**src/hdl/depth_columns_to_scan_core_assert.svh**
```systemverilog
// Assertion macros for the depth column scan core.
`ifndef DEPTH_COLUMNS_TO_SCAN_CORE_ASSERT_SVH
`define DEPTH_COLUMNS_TO_SCAN_CORE_ASSERT_SVH

// Same-cycle implication, disabled during reset.
`define DCS_ASSERT_NOW(label, ante, cons, msg) \
  label: assert property (@(posedge clk) disable iff (rst) (ante) |-> (cons)) \
    else $error(msg);

// Next-cycle implication, disabled during reset.
`define DCS_ASSERT_NEXT(label, ante, cons, msg) \
  label: assert property (@(posedge clk) disable iff (rst) (ante) |=> (cons)) \
    else $error(msg);

`endif

```
**src/hdl/dcs_pkg.sv**
```systemverilog
package dcs_pkg;

  localparam int MAX_COLS    = 256;
  localparam int MAX_ROWS    = 1024;
  localparam int COL_W       = 8;
  localparam int ROW_W       = 10;
  localparam int ROW_END_W   = 11;
  localparam int FW_W        = 9;
  localparam int GAIN_W      = 16;
  localparam int AMP_W       = 12;
  localparam int SQ_W        = 32;
  localparam int RANGE_W     = 16;
  localparam int INTENS_W    = 20;
  localparam int SQRT_STEPS  = 16;

  // configuration register indexes
  localparam logic [1:0] REG_ROW_START      = 2'd0;
  localparam logic [1:0] REG_ROW_END        = 2'd1;
  localparam logic [1:0] REG_FRAME_WIDTH    = 2'd2;
  localparam logic [1:0] REG_INTENSITY_GAIN = 2'd3;

  // result fields that ride along the square root pipeline
  typedef struct packed {
    logic [COL_W-1:0]    index;
    logic [INTENS_W-1:0] intensity;
    logic                found;
  } dcs_side_t;

endpackage

```
**src/hdl/dcs_isqrt.sv**
```systemverilog
// Pipelined integer square root, one result bit per stage.
module dcs_isqrt (
  input  logic                      clk,
  input  logic                      rst,
  input  logic                      en,
  input  logic                      in_vld,
  input  logic [dcs_pkg::SQ_W-1:0]  in_value,
  input  dcs_pkg::dcs_side_t        in_side,
  output logic                      out_vld,
  output logic [dcs_pkg::RANGE_W-1:0] out_root,
  output dcs_pkg::dcs_side_t        out_side
);
  import dcs_pkg::*;

  logic [SQ_W-1:0] v_q    [SQRT_STEPS];
  logic [SQ_W-1:0] root_q [SQRT_STEPS];
  logic            vld_q  [SQRT_STEPS];
  dcs_side_t       side_q [SQRT_STEPS];

  logic [SQ_W-1:0] v_d    [SQRT_STEPS];
  logic [SQ_W-1:0] root_d [SQRT_STEPS];

  for (genvar k = 0; k < SQRT_STEPS; k++) begin : g_step
    localparam logic [SQ_W-1:0] STEP_BIT = SQ_W'(1) << (SQ_W - 2 - 2 * k);
    logic [SQ_W-1:0] v_in;
    logic [SQ_W-1:0] root_in;
    logic [SQ_W:0]   trial;

    if (k == 0) begin : g_first
      assign v_in    = in_value;
      assign root_in = '0;
    end else begin : g_rest
      assign v_in    = v_q[k-1];
      assign root_in = root_q[k-1];
    end

    assign trial = {1'b0, root_in} + {1'b0, STEP_BIT};

    always_comb begin
      if ({1'b0, v_in} >= trial) begin
        v_d[k]    = v_in - trial[SQ_W-1:0];
        root_d[k] = (root_in >> 1) + STEP_BIT;
      end else begin
        v_d[k]    = v_in;
        root_d[k] = root_in >> 1;
      end
    end

    always_ff @(posedge clk) begin
      if (rst) begin
        vld_q[k] <= 1'b0;
      end else if (en) begin
        vld_q[k] <= (k == 0) ? in_vld : vld_q[(k == 0) ? 0 : k-1];
      end
    end

    always_ff @(posedge clk) begin
      if (en) begin
        v_q[k]    <= v_d[k];
        root_q[k] <= root_d[k];
        side_q[k] <= (k == 0) ? in_side : side_q[(k == 0) ? 0 : k-1];
      end
    end
  end

  assign out_vld  = vld_q[SQRT_STEPS-1];
  assign out_root = root_q[SQRT_STEPS-1][RANGE_W-1:0];
  assign out_side = side_q[SQRT_STEPS-1];

endmodule

```
**config.mk**
```make
export PLATFORM = sky130hd
export DESIGN_NAME = dcs_isqrt
export DESIGN_NICKNAME = d
export VERILOG_FILES = /design/src/hdl/depth_columns_to_scan_core_assert.svh /design/src/hdl/dcs_pkg.sv /design/src/hdl/dcs_isqrt.sv
export SDC_FILE = /design/constraint.sdc
export NUM_CORES = 1
export LEC_CHECK = 0
export ABC_AREA = 1
export BUFFER_PORTS_ARGS = -buffer_cell sky130_fd_sc_hd__buf_4
export CORE_MARGIN = 2
export CORE_UTILIZATION = 48
export CTS_BUF_LIST = sky130_fd_sc_hd__clkbuf_8 sky130_fd_sc_hd__clkbuf_16
export CTS_CLUSTER_DIAMETER = 120
export DETAILED_ROUTE_END_ITERATION = 10
export REMOVE_ABC_BUFFERS = 1
export SETUP_SLACK_MARGIN = 0.05
export SYNTH_ARGS = -nofsm -noshare
export SYNTH_HDL_FRONTEND = slang
export SYNTH_SLANG_ARGS = --single-unit
```
**constraint.sdc**
```tcl
create_clock -name clk -period 3.2 [get_ports clk]
set_input_delay 0.48 -clock clk [delete_from_list [all_inputs] [get_ports clk]]
set_output_delay 0.48 -clock clk [all_outputs]
set_load 0.03 [all_outputs]
```
==> results.toml <==
[outcome]
status = "completed"

[cells_and_area]
design_area_um2 = 55400
final_nets = 4791
syn2layout_area_growth_pct = 14.3
num_antenna_cells = 0
layout-drive-gt1-share_pct = 9.06

[setup_path]
worstSetupEndpointType = "flop"
r2r_start = "v_q[1][51]$_DFFE_PP_"
start_kind = "flop"
reg2reg_depth = 11
crit_path_max_incr_delay_ns = 0.51
path_max_fanout = 26
crit_top_cell = "nand2_1"
rrSetupSlack_ns = 0.51
cp_top_family = "simple AND/OR/NAND/NOR gates"
cp.arrival_ns = 3.12
cp.required_ns = 3.63
worst-path-buf-inv = 2
criticalPathCategory = "flop to flop"
slowest_stage = "nor2_4"
cp_cell_sequence = "ha_1 > nand2_1 > inv_1 > a21oi_2 > nor2_1 > nor2_2 > nand2_1 > nor2_4 > inv_2 > nand2_1 > nand2_1"
reg2reg_to = "v_q[1][83]$_DFFE_PP_"

[pwr]
finalPower_uw = 36700
leakage_uw = 0.0228
peakVddDrop_mv = 0.502
p_per_area_nw_per_um2 = 662

[yosys]
ys_seq_elements = 1096
yosysSeqAreaShare_pct = 67.9
netlist-cell-type-count = 50
ys_top_cells_by_area = "edfxtp_1 68%, nand2_1 9.0%, inv_1 4.5%"
synth_top_cell_area_share_pct = 67.9
synth_edf_count = 1096
synthCells = 4290
synth_ff_type = "edfxtp_1"
synth_area_leader_cell = "edfxtp_1"
yosysWarnings = 0
yosysMostFrequentCell = "nand2_1"
synth_common_cells = "1,162 x nand2_1, 1,096 x edfxtp_1, 576 x inv_1"
synth_area_um2 = 48500
synthArstFlopShare_pct = 0
avgSynthCellArea_um2 = 11.3

[route]
vias_per_cell = 4.96
drt_iter0_drc = 1888
vias = 29600
drtAntennaViolNets = 0
wirelength_um = 102000
wire_per_inst_um = 17.0
drc = 0
first_pass_iters = 5

[clock_network]
cts_tree = "yes"
cts_resized = 0
clock-sinks = 1096
cts_buffer_depth = 3
postCtsSetupBuffers = 0
ctsHoldBuffers = 59
worstSkewPairLatency_ns = 0.70
clockRootBuffer = "clkbuf_16"
cts_max_level = 3
path_clk_slew_ns = 0.05
cts_buffers = 112

[global_routing]
grt_pass1_vias = 29400
grt_first_pass_wirelength_um = 160000
track_usage_pct = 19.9
antenna_found_initial = 0
grt_max_degree = 101
overflow = 0

[placement]
detailedPlace.worstSlack_ns = 0.532
dpl.hpwl_um = 75900
place_area_um2 = 51100
port_buffers = 110
gp_congestion = 0.934

[timing]
tightest_slew_ns = 0.787
max_freq_mhz = 372
drv_slew = 0
hold_viol_final = 0
grt_setup_unrepaired = "no"
slew_headroom_pct = 47.0
finClkSkew_ns = 0.0242
setup_viol = 0
fin_ws_ns = 0.512
period_minus_slack_ns = 2.69
period_share_pct = 84.0
setup_tns_ns = 0

[worst_hold_path]
hp-class = "input port to flop"
min_path_cells = 3
hold_end = "vld_q[0][0]$_DFFE_PP_"
hold_start = "in_vld"

[floorplan]
row_count = 116
coreArea_um2 = 100000
die_area_um2 = 104000
die_w_um = 322
start_util_pct = 48.4
ioPinCount = 111
dieHeight_um = 322

[run]
maxCapViolCount = 0
-- metal layers --
| metal | track usage, % | wire [um] | vias up |
|---|---|---|---|
| met4 | 6.88 | 3380 | 0 |
| met1 | 25.3 | 44300 | 13900 |
| li1 | - | - | 15000 |
| met3 | 2.83 | 3600 | 188 |
| met5 | 0 | 0 | - |
| met2 | 34.8 | 50300 | 531 |
-- per-stage QoR --
stage	instances	hold slack [ns]	util [%]
after floorplan	4237	0.400	-
after global placement	5701	0.400	51.0
after detailed placement	5701	0.405	51.0
after CTS	5966	0.0414	55.3
after global routing	5966	0.0661	55.3
final	5966	0.0939	55.3
-- worst min-delay path, cell delays in order --
cell	delay, ns
buf_4	0.08
inv_1	0.03
nor2_1	0.08
-- cells by family after synthesis --
logic type,after synthesis,synth area share (%)
AO/OA/AOI/OAI,274,3.24
XOR/XNOR,108,1.95
adder cells (fa/ha/maj),150,3.87
buffers and inverters,645,5.49
flip-flops,1096,67.9
AND/OR/NAND/NOR,2017,17.5
-- layout make-up --
class / count / area, um^2
Fill cell: 8601 / 44800
Clock inverter: 94 / 880
Multi-Input combinational cell: 2549 / 12900
Inverter: 592 / 2230
Timing Repair Buffer: 225 / 2030
Tap cell: 1298 / 1620
Clock buffer: 112 / 2800
Sequential cell: 1096 / 32900
-- worst max-delay path by stage --
| stage | start | end | slack [ns] | cells after the start |
|---|---|---|---|---|
| 2_1_floorplan | v_q[1][52]$_DFFE_PP_ | v_q[1][87]$_DFFE_PP_ | 1.03 | 10 |
| 3_3_place_gp | v_q[0][211]$_DFFE_PP_ | v_q[0][241]$_DFFE_PP_ | 0.57 | 9 |
| 3_5_place_dp | v_q[1][51]$_DFFE_PP_ | v_q[1][83]$_DFFE_PP_ | 0.53 | 11 |
| 4_1_cts | v_q[1][51]$_DFFE_PP_ | v_q[1][83]$_DFFE_PP_ | 0.51 | 11 |
| 5_1_grt | v_q[1][51]$_DFFE_PP_ | v_q[1][83]$_DFFE_PP_ | 0.29 | 11 |
| 6_report | v_q[1][51]$_DFFE_PP_ | v_q[1][83]$_DFFE_PP_ | 0.51 | 11 |
-- power breakdown --
group / switching [uW] / total, uW / internal, uW
clock: 5420 / 12900 / 7430
sequential: 824 / 18300 / 17500
combinational: 3630 / 5520 / 1890
-- registers in the layout, summed over array words and instances (netlist names) --
name and flops:
side_q 464, vld_q 16, v_q 480, root_q 136
-- layout by cell type, fill, tap and decap left out, drive strengths merged, types with 58 or more instances in the layout --
| cell type | count |
|---|---|
| nand2 | 1178 |
| o21ai | 93 |
| edfxtp | 1096 |
| buf | 166 |
| xor2 | 79 |
| nor2 | 420 |
| dlygate4sd3 | 59 |
| nand4 | 60 |
| clkinv | 58 |
| ha | 150 |
| a21oi | 155 |
| nand3 | 226 |
| inv | 608 |
| clkbuf | 112 |
(Power assumes the default switching activity.)
